==> src/hw/rtl/geofence_guided_roll_command_assert.svh <==
// Assertion macros for the geofence roll command block.
// Used by the top level; expects clk and arst_n in scope.
`ifndef GEOFENCE_GUIDED_ROLL_COMMAND_ASSERT_SVH
`define GEOFENCE_GUIDED_ROLL_COMMAND_ASSERT_SVH

// same-cycle implication
`define GFRC_ASSERT_NOW(lbl, ante, cons) \
	lbl: assert property (@(posedge clk) disable iff (!arst_n) (ante) |-> (cons)) \
		else $error("gfrc: same-cycle check failed");

// next-cycle implication
`define GFRC_ASSERT_NEXT(lbl, ante, cons) \
	lbl: assert property (@(posedge clk) disable iff (!arst_n) (ante) |=> (cons)) \
		else $error("gfrc: next-cycle check failed");

`endif

==> src/hw/rtl/gfrc_div.sv <==
// Pipelined restoring unsigned divider, one quotient bit per stage.
// Carries a sideband tag; no package dependency.
`timescale 1ns / 1ps

module gfrc_div #(
	parameter int NW = 40,
	parameter int DW = 18,
	parameter int QW = 22,
	parameter int TW = 1
) (
	input  logic          clk,
	input  logic          arst_n,
	input  logic          en,
	input  logic          in_valid,
	input  logic [NW-1:0] num,
	input  logic [DW-1:0] den,
	input  logic [TW-1:0] tag,
	output logic          out_valid,
	output logic [QW-1:0] quo,
	output logic [TW-1:0] out_tag
);

	localparam int W = NW + DW + QW;

	logic          v_s   [QW];
	logic [NW-1:0] rem_s [QW];
	logic [DW-1:0] den_s [QW];
	logic [QW-1:0] quo_s [QW];
	logic [TW-1:0] tag_s [QW];

	for (genvar k = 0; k < QW; k++) begin : g_step
		localparam int B = QW - 1 - k;
		logic          pv;
		logic [NW-1:0] prem;
		logic [DW-1:0] pden;
		logic [QW-1:0] pquo;
		logic [TW-1:0] ptag;
		logic [W-1:0]  dsh;
		logic          take;

		if (k == 0) begin : g_first
			assign pv   = in_valid;
			assign prem = num;
			assign pden = den;
			assign pquo = '0;
			assign ptag = tag;
		end else begin : g_next
			assign pv   = v_s[k-1];
			assign prem = rem_s[k-1];
			assign pden = den_s[k-1];
			assign pquo = quo_s[k-1];
			assign ptag = tag_s[k-1];
		end

		assign dsh  = W'(pden) << B;
		assign take = W'(prem) >= dsh;

		always_ff @(posedge clk or negedge arst_n) begin
			if (!arst_n) begin
				v_s[k] <= 1'b0;
			end else if (en) begin
				v_s[k] <= pv;
			end
		end

		always_ff @(posedge clk) begin
			if (en) begin
				rem_s[k] <= take ? NW'(W'(prem) - dsh) : prem;
				den_s[k] <= pden;
				quo_s[k] <= pquo | (take ? (QW'(1) << B) : '0);
				tag_s[k] <= ptag;
			end
		end
	end

	assign out_valid = v_s[QW-1];
	assign quo       = quo_s[QW-1];
	assign out_tag   = tag_s[QW-1];

endmodule

==> config.mk <==
export PLATFORM = sky130hd
export DESIGN_NAME = gfrc_div
export DESIGN_NICKNAME = d
export VERILOG_FILES = /design/src/hw/rtl/geofence_guided_roll_command_assert.svh /design/src/hw/rtl/gfrc_div.sv
export SDC_FILE = /design/constraint.sdc
export NUM_CORES = 2
export LEC_CHECK = 0
export ABC_AREA = 1
export BUFFER_PORTS_ARGS = -buffer_cell sky130_fd_sc_hd__buf_2
export CORE_MARGIN = 8
export CORE_UTILIZATION = 40
export CTS_BUF_LIST = sky130_fd_sc_hd__clkbuf_4
export DETAILED_ROUTE_END_ITERATION = 12
export PLACE_DENSITY = 0.61
export SYNTH_ARGS = -nofsm -noshare
export SYNTH_HDL_FRONTEND = slang
export SYNTH_SLANG_ARGS = --single-unit
==> constraint.sdc <==
create_clock -name clk -period 4.65 [get_ports clk]
set_input_delay 0.465 -clock clk [delete_from_list [all_inputs] [get_ports clk]]
set_output_delay 0.465 -clock clk [all_outputs]
set_load 0.1 [all_outputs]
Yosys cells after proc, flatten, opt, wreduce, memory -nomap -nowiden. Memory sizes are Yosys's and may differ from the RTL's. Index checks and enable logic that the tools add are counted.

Magnitude comparators: 22. Bitwise gates (word level): 21. $add $sub $neg: 22. Muxes and demuxes: 46.

Operators by type and width (count): $mux W40 (22); $ge A40 B18 Y1 (1); $ge A40 B19 Y1 (1); $ge A40 B20 Y1 (1); $ge A40 B21 Y1 (1); $ge A40 B22 Y1 (1); $ge A40 B23 Y1 (1); $ge A40 B24 Y1 (1); $ge A40 B25 Y1 (1); $ge A40 B26 Y1 (1); $ge A40 B27 Y1 (1); $ge A40 B28 Y1 (1); $ge A40 B29 Y1 (1); $ge A40 B30 Y1 (1); $ge A40 B31 Y1 (1); $ge A40 B32 Y1 (1); $ge A40 B33 Y1 (1); $ge A40 B34 Y1 (1); $ge A40 B35 Y1 (1); $ge A40 B36 Y1 (1); $ge A40 B37 Y1 (1); $ge A40 B38 Y1 (1); $ge A40 B39 Y1 (1); $sub A40 B18 Y40 (1); other kinds (64) (66).

Bits in registers: 22. RAM bits: 1782. Bits of input ports: 63. Memories: 4. Word-level logic and storage cells: 137. Output and inout bits: 24.

Memory list: rem_s (depth 22, bits a word 40, rd ports 21, clocked after Yosys merged registers in 0, write ports 22, line gfrc_div.sv:26) `logic [NW-1:0] rem_s [QW];`; quo_s (depth 22, bits a word 22, rd ports 22, clocked after Yosys merged registers in 0, write ports 22, line gfrc_div.sv:28) `logic [QW-1:0] quo_s [QW];`; den_s (depth 22, bits a word 18, rd ports 21, clocked after Yosys merged registers in 0, write ports 22, line gfrc_div.sv:27) `logic [DW-1:0] den_s [QW];`; tag_s (depth 22, bits a word 1, rd ports 22, clocked after Yosys merged registers in 0, write ports 22, line gfrc_div.sv:29) `logic [TW-1:0] tag_s [QW];`.

Depth between registers and ports, before layout. An unclocked memory read counts as a cell.

Word-level depth: 4. Mapped depth: 16. Depth with buffers taken out: 15.

Least setup slack after synthesis. Ideal clock, no wire load.

Path type: reg-to-reg. From: mem rem_s[18][2]. To: mem rem_s[19][38] (data pin). Period minus slack after synthesis: 2351 ps. Setup time: 256 ps. Required time: 4394 ps. Stages on the path, launching flop included: 16. Arrival: 2095 ps. Path buffers: 1. Setup slack: 2299 ps. Cell sequence: edfxtp_1 -> inv_1 -> ha_1 -> inv_1 -> fa_1 -> nand3_1 -> nand3_1 -> nand2_1 -> nand2_1 -> nand2_1 -> nand2_1 -> nand2_1 -> nand3_1 -> nor2_4 -> buf_6 -> a21oi_1.

RTL lines (line): start, declared (gfrc_div.sv:26).

==> out/results.txt <==
Outcome -> finished, final reports clean
Cell Area, Placed -> 0.0904 mm2
Initial antenna violation count -> 5
Post-Syn Nets -> 10.4k
CTS clock-pin slew for the worst setup and hold paths -> 60 ps
Number of distinct library cells after synthesis -> 57
Post-Place Cells -> 12.8k
CP Class -> flip-flop to flip-flop
Cell Int Power -> 31.5 mW
DRC errors left -> 0
Number of buffers created by CTS -> 419
Clock tree from TritonCTS -> done
Post-Route WL -> 270,000 um
P per Cell Area -> 549 mW/mm2
DRT Pass-1 Iters -> 6
Peak supply drop -> 0.359 mV
Critical path data required time -> 5610 ps
Uppermost routed layer -> met4
GR Util All Layers -> 0.227
Async S/R FF share, synth -> 0.0145
Cell count after synthesis -> 9,932
#FFs+latches synth -> 1,515
Routed Antenna Nets -> 0
Number of global-route vias before repair -> 69.2k
Slowest CP cell -> nor2_4
Fillers -> 21.3k
Root Buffer -> clkbuf_4
WL met3 -> 11,500 um
Worst clock skew -> 99.2 ps
IO Port Bufs -> 86
Pin count of the biggest net entering global routing -> 184
Simple-gate portion of the synthesized area -> 0.244
Initial Util -> 0.400
FMAX -> 285 MHz
Core Box Area -> 0.216 mm2
Area leader, netlist -> edfxtp_1
Sequential area share after synthesis -> 0.524
Register area -> 0.0454 mm2
Routed length on met2 -> 138,000 um
Rows -> 171
Final setup violation count -> 0
Crit-path max FO -> 36
Synth top area share -> 0.518
Crit path DAT -> 4470 ps
Design Power -> 53.2 mW
Worst setup margin -> 1140 ps
Post-synth EDFFs -> 1,493
Full die area -> 0.232 mm2
CP top delay family -> simple AND/OR/NAND/NOR gates
Leakage Power -> 41.7 nW
Complex-gate fraction of the synthesized area -> 0.0724
Clock power share -> 0.222
Nets -> 11.0k
Tmin final -> 3510 ps
Area Overhead vs Synth -> 11.9%
Clock sink count -> 1,515
Final instance area -> 0.0969 mm2
Area of the multi-input gates -> 0.0353 mm2
Io pins -> 87
M1 WL -> 107,000 um
Drt wl/cell -> 19.8 um
Largest stage delay on the critical path -> 760 ps
Seq pwr share -> 0.392
Cell Count, Final, Fillers Out -> 13.7k
Reg2reg setup slack -> 1140 ps
Clock Tree Buf Depth -> 4
Pre-CTS setup slack -> 1220 ps
First-pass GRT wire length -> 406,000 um
Logic pwr share -> 0.386
Hold Vio Cnt, Final -> 0
Sequence of cells on the critical path -> ha_1 > inv_1 > fa_1 > nand3_1 > nand3_1 > nand2_1 > nand2_1 > nand2_1 > nand2_1 > nand2_1 > nand3_1 > nor2_4 > a21oi_1
Top cell by count, worst path -> nand2_1
Via/cell ratio -> 5.11
Routability congestion estimate from global placement -> 0.951
TNS Setup -> 0 ps
Prevailing post-synth register cell -> edfxtp_1
Nature of the critical path startpoint -> flip-flop
Post-synthesis adder-cell area fraction -> 0.0621
Syn avg cell area -> 8.72 um2
Die W -> 481 um
Main combinational cell family by area after synthesis -> simple AND/OR/NAND/NOR gates
Top post-synthesis cells by area -> edfxtp_1 52%, nand2_1 13%, inv_1 6.1%
Setup repair after global routing missed its margin -> false
Post-synthesis mux area share -> 0.000260
HP Class -> input pin to flip-flop
Slew HR -> 0.292
Least-Margin Pin Slew -> 1060 ps
Pins Over Slew Limit -> 0
Overall via count from detail_route -> 69.9k
Clock Latency Late Sink -> 1390 ps
Max-Cap Viols -> 0
DRT iter0 DRCs -> 5,172
Switch Pwr -> 21.8 mW
Post-Synth XOR/XNOR Area -> 0.0286
WP buf/inv -> 1
Switching share of power -> 0.409
Mapped Area -> 0.0866 mm2
GR Overflow Total -> 0
YS warnings -> 0
DP HPWL -> 213,000 um
H-tree depth -> 5
Chip height -> 481 um
CP endpoint kind -> flip-flop
Crit share post-route -> 0.755
Layout cell share with drive strength beyond 1 -> 0.0861
-- repair_timing --
item,CTS,global route
gates resized for setup,0,0
endpoints found under the hold margin,890,0
hold buffers,138,0
setup buffers,0,0
-- cells in the mapped netlist, types with 36 or more instances --
master	number
a21oi_1	565
a21oi_2	46
buf_2	54
edfxtp_1	1493
ha_1	396
inv_1	1405
nand2_1	2943
nand3_1	535
nand3b_1	46
nand4_1	225
nor2_1	1031
nor3_1	137
o21ai_0	308
o21ai_1	95
o21bai_1	36
xnor2_1	140
xor2_1	143
-- sequential cells by signal, indices dropped and copies added, names as in the netlist --
name       count
out_valid      1
g_step.pv     21
tag_s         22
rem_s        840
den_s        378
quo_s        253
-- worst register-to-register path: cells and delay by family (launching register included) --
family                     cells  cell delay [ps]
and+or+nand+nor                9             1700
AOI/OAI and AO/OA              1              220
adders and majority gates      2              690
buffers and inverters          1              110
DFF                            1              440
-- final timing paths --
path                                             endpoint              startpoint  cells after the start
worst max-delay path              rem_s[19][25]$_DFFE_PP_  den_s[18][0]$_DFFE_PP_                     13
worst min-delay path                tag_s[0][0]$_DFFE_PP_                      en                      2
worst max register to register    rem_s[19][25]$_DFFE_PP_  den_s[18][0]$_DFFE_PP_                     13
worst min register to register    quo_s[10][18]$_DFFE_PP_  quo_s[9][18]$_DFFE_PP_                      0
max in group asynchronous        g_step[1].pv$_DFFE_PN0P_                  arst_n                      3
min in group asynchronous       g_step[20].pv$_DFFE_PN0P_                  arst_n                      3
-- cells in the final DEF (no fill, tap or decap), types with 85 or more instances in the layout --
master         synthesis  routed
a21oi_1              565     565
nand2_1             2943    2943
xor2_1               143     143
clkbuf_4               0     580
o21ai_1               95      95
ha_1                 396     396
dlygate4sd3_1          0     138
nand4_1              225     225
clkinv_1               0      93
edfxtp_1            1493    1493
nor2_1              1031    1030
buf_2                 54      85
xnor2_1              140     140
nor3_1               137     137
inv_1               1405    1405
o21ai_0              308     308
nand3_1              535     535
-- layout make-up --
cell class / instances / share of cell area
clock buffer: 580 / 0.0449
inverter: 1422 / 0.0551
sequential: 1515 / 0.468
antenna: 11 / 0.000284
timing repair buffer: 258 / 0.0228
tap: 2854 / 0.0368
clock inverter: 142 / 0.00794
multi-input combinational: 6900 / 0.364
-- metal layers --
layer  global-route usage  up-vias
li1                     -    34500
met1                0.261    32700
met2                0.415     2080
met3               0.0319      616
met4                0.111        0
met5                    0        -
-- cell families after synthesis --
group / Yosys count
adder cells (fa/ha/maj): 417
AO/OA/AOI/OAI: 1142
AND/OR/NAND/NOR: 5056
flip-flops: 1515
XOR/XNOR: 283
buffers and inverters: 1517
multiplexers: 2
-- power by group through the flow --
stage                     logic [mW]  clock network [mW]  registers [mW]
after floorplan                 14.5                   0            19.7
after global placement          20.2                   0            21.2
after detailed placement        20.2                   0            21.2
after CTS                       20.5                12.3            20.9
after global routing            23.1                12.9            21.0
final                           20.5                11.8            20.9
-- per-stage QoR --
stage               hold WS [ps]  utilization
finish                       203        0.448
global route                84.7        0.448
CTS                         33.9        0.448
detailed placement           405        0.418
global placement             401        0.418
floorplan                    169            -
Note: power is estimated with default switching activity, not from simulation.
