<file path="src/hw/rtl/geofence_guided_roll_command_assert.svh">
// Assertion macros for the geofence roll command block.
// Used by the top level; expects clk and arst_n in scope.
`ifndef GEOFENCE_GUIDED_ROLL_COMMAND_ASSERT_SVH
`define GEOFENCE_GUIDED_ROLL_COMMAND_ASSERT_SVH

// same-cycle implication
`define GFRC_ASSERT_NOW(lbl, ante, cons) \
	lbl: assert property (@(posedge clk) disable iff (!arst_n) (ante) |-> (cons)) \
		else $error("gfrc: same-cycle check failed");

// next-cycle implication
`define GFRC_ASSERT_NEXT(lbl, ante, cons) \
	lbl: assert property (@(posedge clk) disable iff (!arst_n) (ante) |=> (cons)) \
		else $error("gfrc: next-cycle check failed");

`endif

</file>
<file path="src/hw/rtl/gfrc_pkg.sv">
// Package for the geofence roll command block: word types, register
// indexes, zone codes, gains and the CORDIC arctangent table. No dependencies.
`timescale 1ns / 1ps

package gfrc_pkg;

	localparam int POS_W   = 20;
	localparam int VEL_W   = 16;
	localparam int ANG_W   = 16;
	localparam int DIST_W  = 23;
	localparam int OFS_W   = 25;
	localparam int ANGLE_W = 32;

	localparam logic [2:0] REG_FENCE_MIN_X  = 3'd0;
	localparam logic [2:0] REG_FENCE_MIN_Y  = 3'd1;
	localparam logic [2:0] REG_FENCE_WIDTH  = 3'd2;
	localparam logic [2:0] REG_FENCE_HEIGHT = 3'd3;
	localparam logic [2:0] REG_ROLL_LIMIT   = 3'd4;

	localparam logic [1:0] ZONE_CENTER   = 2'd0;
	localparam logic [1:0] ZONE_BLEND    = 2'd1;
	localparam logic [1:0] ZONE_GOAL     = 2'd2;
	localparam logic [1:0] ZONE_GOAL_OUT = 2'd3;

	// gain * 10
	localparam logic [5:0] GAIN_CENTER = 6'd50;
	localparam logic [5:0] GAIN_BLEND  = 6'd35;
	localparam logic [5:0] GAIN_GOAL   = 6'd30;

	localparam logic [15:0] SPEED_MIN = 16'd256;
	localparam logic [15:0] SPEED_REF = 16'd2560;

	localparam logic [ANGLE_W-1:0] HALF_TURN = 32'h8000_0000;

	localparam logic [ANGLE_W-1:0] ATAN_TAB [24] = '{
		32'h20000000, 32'h12E4051D, 32'h09FB385B, 32'h051111D4, 32'h028B0D43,
		32'h0145D7E1, 32'h00A2F61E, 32'h00517C55, 32'h0028BE53, 32'h00145F2F,
		32'h000A2F98, 32'h000517CC, 32'h00028BE6, 32'h000145F3, 32'h0000A2F9,
		32'h0000517C, 32'h000028BE, 32'h0000145F, 32'h00000A2F, 32'h00000517,
		32'h0000028B, 32'h00000145, 32'h000000A2, 32'h00000051
	};

	typedef struct packed {
		logic signed [POS_W-1:0] pos_x;
		logic signed [POS_W-1:0] pos_y;
		logic signed [VEL_W-1:0] vel_x;
		logic signed [VEL_W-1:0] vel_y;
		logic [ANG_W-1:0]        heading;
		logic signed [POS_W-1:0] goal_x;
		logic signed [POS_W-1:0] goal_y;
	} sample_t;

	typedef struct packed {
		logic signed [15:0] roll_command;
		logic [1:0]         zone;
	} command_t;

	typedef struct packed {
		logic signed [POS_W-1:0]  px;
		logic signed [POS_W-1:0]  py;
		logic signed [POS_W-1:0]  gx;
		logic signed [POS_W-1:0]  gy;
		logic [ANG_W-1:0]         head;
		logic signed [DIST_W-1:0] d;
		logic                     la_in;
		logic                     g_in;
	} ctx_a_t;

	typedef struct packed {
		logic signed [POS_W-1:0] px;
		logic signed [POS_W-1:0] py;
		logic signed [POS_W-1:0] gx;
		logic signed [POS_W-1:0] gy;
		logic [ANG_W-1:0]        head;
		logic [1:0]              zone;
		logic [15:0]             spd;
		logic                    neg_x;
	} ctx_b_t;

	typedef struct packed {
		logic [ANG_W-1:0] head;
		logic [1:0]       zone;
		logic [15:0]      spd;
	} ctx_d_t;

endpackage

</file>
<file path="src/hw/rtl/gfrc_cordic.sv">
// Pipelined vectoring CORDIC: angle of (x, y) in 1/2^32 turn.
// Uses gfrc_pkg for widths and the arctangent table.
`timescale 1ns / 1ps

module gfrc_cordic import gfrc_pkg::*; #(
	parameter int STAGES = 16,
	parameter int TW     = 1
) (
	input  logic                    clk,
	input  logic                    arst_n,
	input  logic                    en,
	input  logic                    in_valid,
	input  logic signed [OFS_W-1:0] x,
	input  logic signed [OFS_W-1:0] y,
	input  logic [TW-1:0]           tag,
	output logic                    out_valid,
	output logic [ANGLE_W-1:0]      angle,
	output logic [TW-1:0]           out_tag
);

	localparam int CW = OFS_W + 11;

	logic                 v_s [STAGES+1];
	logic signed [CW-1:0] x_s [STAGES+1];
	logic signed [CW-1:0] y_s [STAGES+1];
	logic [ANGLE_W-1:0]   a_s [STAGES+1];
	logic                 z_s [STAGES+1];
	logic [TW-1:0]        t_s [STAGES+1];

	logic signed [CW-1:0] xw, yw;
	assign xw = CW'(x) <<< 8;
	assign yw = CW'(y) <<< 8;

	// fold left half-plane
	always_ff @(posedge clk or negedge arst_n) begin
		if (!arst_n) begin
			v_s[0] <= 1'b0;
		end else if (en) begin
			v_s[0] <= in_valid;
		end
	end

	always_ff @(posedge clk) begin
		if (en) begin
			x_s[0] <= (x < 0) ? -xw : xw;
			y_s[0] <= (x < 0) ? -yw : yw;
			a_s[0] <= (x < 0) ? HALF_TURN : '0;
			z_s[0] <= (x == 0) && (y == 0);
			t_s[0] <= tag;
		end
	end

	for (genvar k = 0; k < STAGES; k++) begin : g_rot
		logic signed [CW-1:0] xs, ys;
		assign xs = x_s[k] >>> k;
		assign ys = y_s[k] >>> k;

		always_ff @(posedge clk or negedge arst_n) begin
			if (!arst_n) begin
				v_s[k+1] <= 1'b0;
			end else if (en) begin
				v_s[k+1] <= v_s[k];
			end
		end

		always_ff @(posedge clk) begin
			if (en) begin
				if (y_s[k] > 0) begin
					x_s[k+1] <= x_s[k] + ys;
					y_s[k+1] <= y_s[k] - xs;
					a_s[k+1] <= a_s[k] + ATAN_TAB[k];
				end else begin
					x_s[k+1] <= x_s[k] - ys;
					y_s[k+1] <= y_s[k] + xs;
					a_s[k+1] <= a_s[k] - ATAN_TAB[k];
				end
				z_s[k+1] <= z_s[k];
				t_s[k+1] <= t_s[k];
			end
		end
	end

	assign out_valid = v_s[STAGES];
	assign angle     = z_s[STAGES] ? '0 : a_s[STAGES];
	assign out_tag   = t_s[STAGES];

endmodule

</file>
<file path="config.mk">
export PLATFORM = sky130hd
export DESIGN_NAME = gfrc_cordic
export DESIGN_NICKNAME = d
export VERILOG_FILES = /design/src/hw/rtl/geofence_guided_roll_command_assert.svh /design/src/hw/rtl/gfrc_pkg.sv /design/src/hw/rtl/gfrc_cordic.sv
export SDC_FILE = /design/constraint.sdc
export NUM_CORES = 2
export LEC_CHECK = 0
export ABC_AREA = 0
export BUFFER_PORTS_ARGS = -buffer_cell sky130_fd_sc_hd__buf_2
export CORE_UTILIZATION = 35
export CTS_CLUSTER_SIZE = 14
export DETAILED_ROUTE_END_ITERATION = 8
export PLACE_DENSITY = 0.49
export SYNTH_ARGS = -nofsm -noshare
export SYNTH_HDL_FRONTEND = slang
export SYNTH_SLANG_ARGS = --single-unit
</file>
<file path="constraint.sdc">
create_clock -name clk -period 9.3 [get_ports clk]
set_input_delay 1.86 -clock clk [delete_from_list [all_inputs] [get_ports clk]]
set_output_delay 1.86 -clock clk [all_outputs]
set_load 0.1 [all_outputs]
</file>
* Word-level counts from Yosys, hierarchy flattened
Memory sizes are Yosys's and may differ from the RTL's.
Cells that the tools add are included.
** Storage, ports and cells
- Flip-flop bits (word level) :: 17
- RAM bits :: 1802
- Bits of input ports :: 55
- Output and inout bits :: 34
- Memories kept :: 5
** Memory list
- x_s :: depth 17, bits a word 36, rd ports 16, clocked after memory_dff 0, wr ports 17, line gfrc_cordic.sv:24 : logic signed [CW-1:0] x_s [STAGES+1];
- y_s :: depth 17, bits a word 36, rd ports 16, clocked after memory_dff 0, wr ports 17, line gfrc_cordic.sv:25 : logic signed [CW-1:0] y_s [STAGES+1];
- a_s :: depth 17, bits a word 32, rd ports 17, clocked after memory_dff 0, wr ports 17, line gfrc_cordic.sv:26 : logic [ANGLE_W-1:0] a_s [STAGES+1];
- t_s :: depth 17, bits a word 1, rd ports 17, clocked after memory_dff 0, wr ports 17, line gfrc_cordic.sv:28 : logic [TW-1:0] t_s [STAGES+1];
- z_s :: depth 17, bits a word 1, rd ports 17, clocked after memory_dff 0, wr ports 17, line gfrc_cordic.sv:27 : logic z_s [STAGES+1];
** Cells by class
- Add/sub/neg operators :: 97
- Order comparisons :: 17
- Multiplexer cells :: 150
- Bitwise logic cells :: 48
- Reduce and logical (&&, ||, !) cells :: 3
** Operator list (number)
- $mux W36 :: 34
- $gt A36 B1 Y1 const B :: 16
- $mux W32 :: 18
- $mux W1 :: 98
- $add A36 B21 Y36 :: 2
- $add A36 B22 Y36 :: 2
- $add A36 B23 Y36 :: 2
- $add A36 B24 Y36 :: 2
- $add A36 B25 Y36 :: 2
- $add A36 B26 Y36 :: 2
- $add A36 B27 Y36 :: 2
- $add A36 B28 Y36 :: 2
- $add A36 B29 Y36 :: 2
- $add A36 B30 Y36 :: 2
- $add A36 B31 Y36 :: 2
- $add A36 B32 Y36 :: 2
- $add A36 B33 Y36 :: 2
- $add A36 B34 Y36 :: 2
- $add A36 B35 Y36 :: 2
- $neg A33 Y36 :: 2
- $sub A36 B21 Y36 :: 2
- $sub A36 B22 Y36 :: 2
- $sub A36 B23 Y36 :: 2
- $sub A36 B24 Y36 :: 2
- 49 further kinds :: 109

* Logic depth before layout (Yosys ltp)
An unclocked memory read counts as a cell.
- Depth in word-level cells :: 6
- Depth in mapped cells :: 28
- Mapped depth without buffers :: 26

* Worst setup path after synthesis
Ideal clock, no wire load.
- Kind :: input-to-reg
- Start :: in en
- End :: mem x_s[5][28] (netlist bit) (data pin)
- Arrival time :: 6.734 ns
- Required time :: 9.041 ns
- Setup slack :: 2.307 ns
- Cell stages on the path :: 22
- Path buffers :: 2
- Cell sequence :: clkbuf_1 > clkinv_1 > nor3_1 > and4_1 > a21oi_1 > clkinv_1 > clkbuf_1 > nor2_1 > xnor2_1 > ha_1 > and3_1 > a221oi_1 > o21ai_1 > a211o_1 > a221o_1 > a221oi_1 > o21ai_1 > a21o_1 > nand3_1 > nand2_1 > a21oi_1 > xnor2_1
** RTL lines
- start, declared :: line gfrc_cordic.sv:11 : input logic en,
- end, declared :: line gfrc_cordic.sv:24

==> impl_metrics.py <==
metrics = {
    "run_status": {
        "status": "finished, final reports clean",
    },
    "logic_synthesis": {
        "syn_inst": 13286,
        "synth_top_flop_cell": "edfxtp_1",
        "yosysTopAreaCellShare": 0.356,
        "synth-edff-count": 1513,
        "ys_seq_elements": 1530,
        "syn_area_per_cell_um2": 9.61,
        "synthArstFlopShare": 0.0111,
        "yosys_warnings": 0,
        "synth_cell_types": 113,
        "yosysSeqAreaShare": 0.359,
        "netlist_area_um2": 128000,
        "ys_top_cells_by_area": "edfxtp_1, ha_1, xnor2_1",
        "yosysTopAreaCell": "edfxtp_1",
    },
    "detailed_routing": {
        "drtPass1Iterations": 8,
        "wire_per_inst_um": 19.8,
        "ant_nets": 0,
        "vias": 98548,
        "route.detailed.drc": 0,
        "drt_wl_total_mm": 365,
        "vias_per_cell": 5.36,
        "drt_iter0_markers": 7337,
    },
    "cells_and_area": {
        "final_cell_mix": "edfxtp_1, ha_1, a21oi_1",
        "nNetsFinal": 14935,
        "area_growth_pct": 10.3,
        "final_common_cell": "edfxtp_1",
        "seqCellArea_um2": 45900,
        "fin_cells": 18393,
        "fin_util": 0.388,
        "drive_gt1_frac": 0.0507,
        "multi_input_area_um2": 79200,
        "nFillCells": 36427,
    },
    "die": {
        "rows": 221,
        "die_area_um2": 367000,
        "start_util": 0.352,
        "core_um2": 363000,
        "fp.dieW_um": 606,
        "die_h_um": 606,
        "ioPinCount": 89,
    },
    "worst_setup_path": {
        "worstSetupStartpointType": "flop",
        "worstPathRequired_ns": 9.92,
        "arrival_ns": 8.11,
        "reg2reg_depth": 24,
        "worstPathMaxFanout": 72,
        "criticalPathCategory": "reg2reg",
        "end_kind": "flop",
    },
    "clock_tree": {
        "clockBufferDepth": 4,
        "clkTransAtPathRegs_ns": 0.06,
        "clkSinkCount": 1530,
        "cts_made_buffers": 198,
        "postCtsSetupBuffers": 0,
        "cts_tree": "done",
        "cts_resized": 0,
        "worstSkewPairLatency_ns": 0.93,
        "cts.htree.levels": 4,
        "cts-hold-fix-buffers": 0,
        "cts-root-buf": "clkbuf_16",
    },
    "grt": {
        "grt_use_total": 0.192,
        "grt_pass1_vias": 93936,
        "antenna_found_initial": 8,
        "grt_max_degree": 148,
        "gr-total-overflow": 0,
        "grt_pass1_wl_mm": 558,
    },
    "sta": {
        "finalSetupViolations": 0,
        "skew_ns": 0.0665,
        "slew_viol_final": 0,
        "fin_crit_ns": 7.49,
        "fin_crit_sh": 0.805,
        "fmax_ghz": 0.134,
        "tightest_slew_ns": 1.09,
        "slew_headroom": 0.269,
        "hold_violations": 0,
        "rsz0062_at_grt": "false",
        "fin_tns_setup_ns": 0,
    },
    "placed_design": {
        "placed_cells": 18029,
        "place_congestion": 0.889,
        "dpl.hpwl_mm": 292,
        "portBuffers": 88,
    },
    "min_path": {
        "hp-class": "reg2reg",
        "whs_path_depth": 0,
    },
    "job": {
        "cap_violations": 0,
    },
}
per-stage QoR:
| stage | area [µm²] | hold WS, ns | setup WS (ns) |
|---|---|---|---|
| detailed placement | 134000 | 0.405 | 1.34 |
| global placement | 134000 | 0.401 | 1.14 |
| floorplan | 128000 | 0.400 | 2.31 |
| global route | 141000 | 0.421 | 1.24 |
| finish | 141000 | 0.409 | 1.81 |
| CTS | 141000 | 0.417 | 1.79 |
cell usage after synthesis (178+ instances only):
library cell	instances
o21bai_1	196
nand2_1	813
ha_1	1411
clkbuf_1	178
edfxtp_1	1513
xor2_1	646
o21a_1	195
xnor2_1	1289
inv_1	507
a21oi_1	1294
o31ai_1	206
o21ai_0	786
nor2_1	959
nor3_1	325
a21o_1	645
nor2b_1	190
nand3_1	231
nand2b_1	214
worst max-delay path: stages (launching register included):
cell and delay, ns:
edfxtp_1 0.47, nor3_2 0.26, nand3b_1 0.23, nand2b_1 0.24, nand2b_1 0.27, or3_1 0.44
or4_4 0.50, nor4_1 0.47, o21ai_4 0.08, buf_4 0.37, nor2_1 0.20, a21oi_1 0.11
fa_1 0.51, a211o_1 0.35, a2111oi_4 0.43, or4_1 0.22, a21oi_2 0.08, o41a_1 0.49
a22oi_2 0.19, a211oi_1 0.13, a41o_1 0.28, or4_1 0.42, a31o_1 0.23, a21oi_2 0.14
xnor2_1 0.07
final timing paths:
path                            startpoint  slack [ns]    endpoint
worst max-delay path             y_s[5][8]        1.81  x_s[6][34]
worst min-delay path               z_s[12]        0.41     z_s[13]
worst max register to register   y_s[5][8]        1.81  x_s[6][34]
worst min register to register     z_s[12]        0.41     z_s[13]
max in group asynchronous           arst_n        8.13      v_s[8]
min in group asynchronous           arst_n        0.88      v_s[2]
cell type report:
cell class / count / area share
multi-input combinational: 11013 / 0.562
sequential: 1530 / 0.326
tap: 4794 / 0.0426
clock buffer: 224 / 0.0363
inverter: 520 / 0.0139
clock inverter: 138 / 0.0113
timing repair buffer: 172 / 0.00816
antenna: 2 / 0.0000355
sequential cells by signal, summed over array words and instances (netlist names):
register,count
x_s,496
a_s,441
out_valid,1
v_s,16
z_s,17
t_s,17
y_s,542
cells by family (layout without fill, tap and decap cells):
kind of cell               after synthesis  count (layout)  synth area share
xor gates and xnor gates              1935            1935             0.133
AOI/OAI and AO/OA                     4027            4027             0.200
adders and majority gates             1445            1445             0.144
other                                    1               5         0.0000294
buffers and inverters                  745            1054            0.0224
and+or+nand+nor                       3538            3538             0.137
muxes                                   65              65           0.00547
DFF                                   1530            1530             0.359
layer usage:
layer | routed length, µm | track usage | vias up
met2 | 174000 | 0.330 | 1764
met5 | 18 | 0 | -
met1 | 167000 | 0.258 | 46643
met3 | 15900 | 0.0230 | 360
met4 | 7750 | 0.0411 | 2
li1 | - | - | 49779
Power is left out: the tool's default activity adds up to more than one toggle a clock period on the data nets, which glitch-free logic cannot reach.
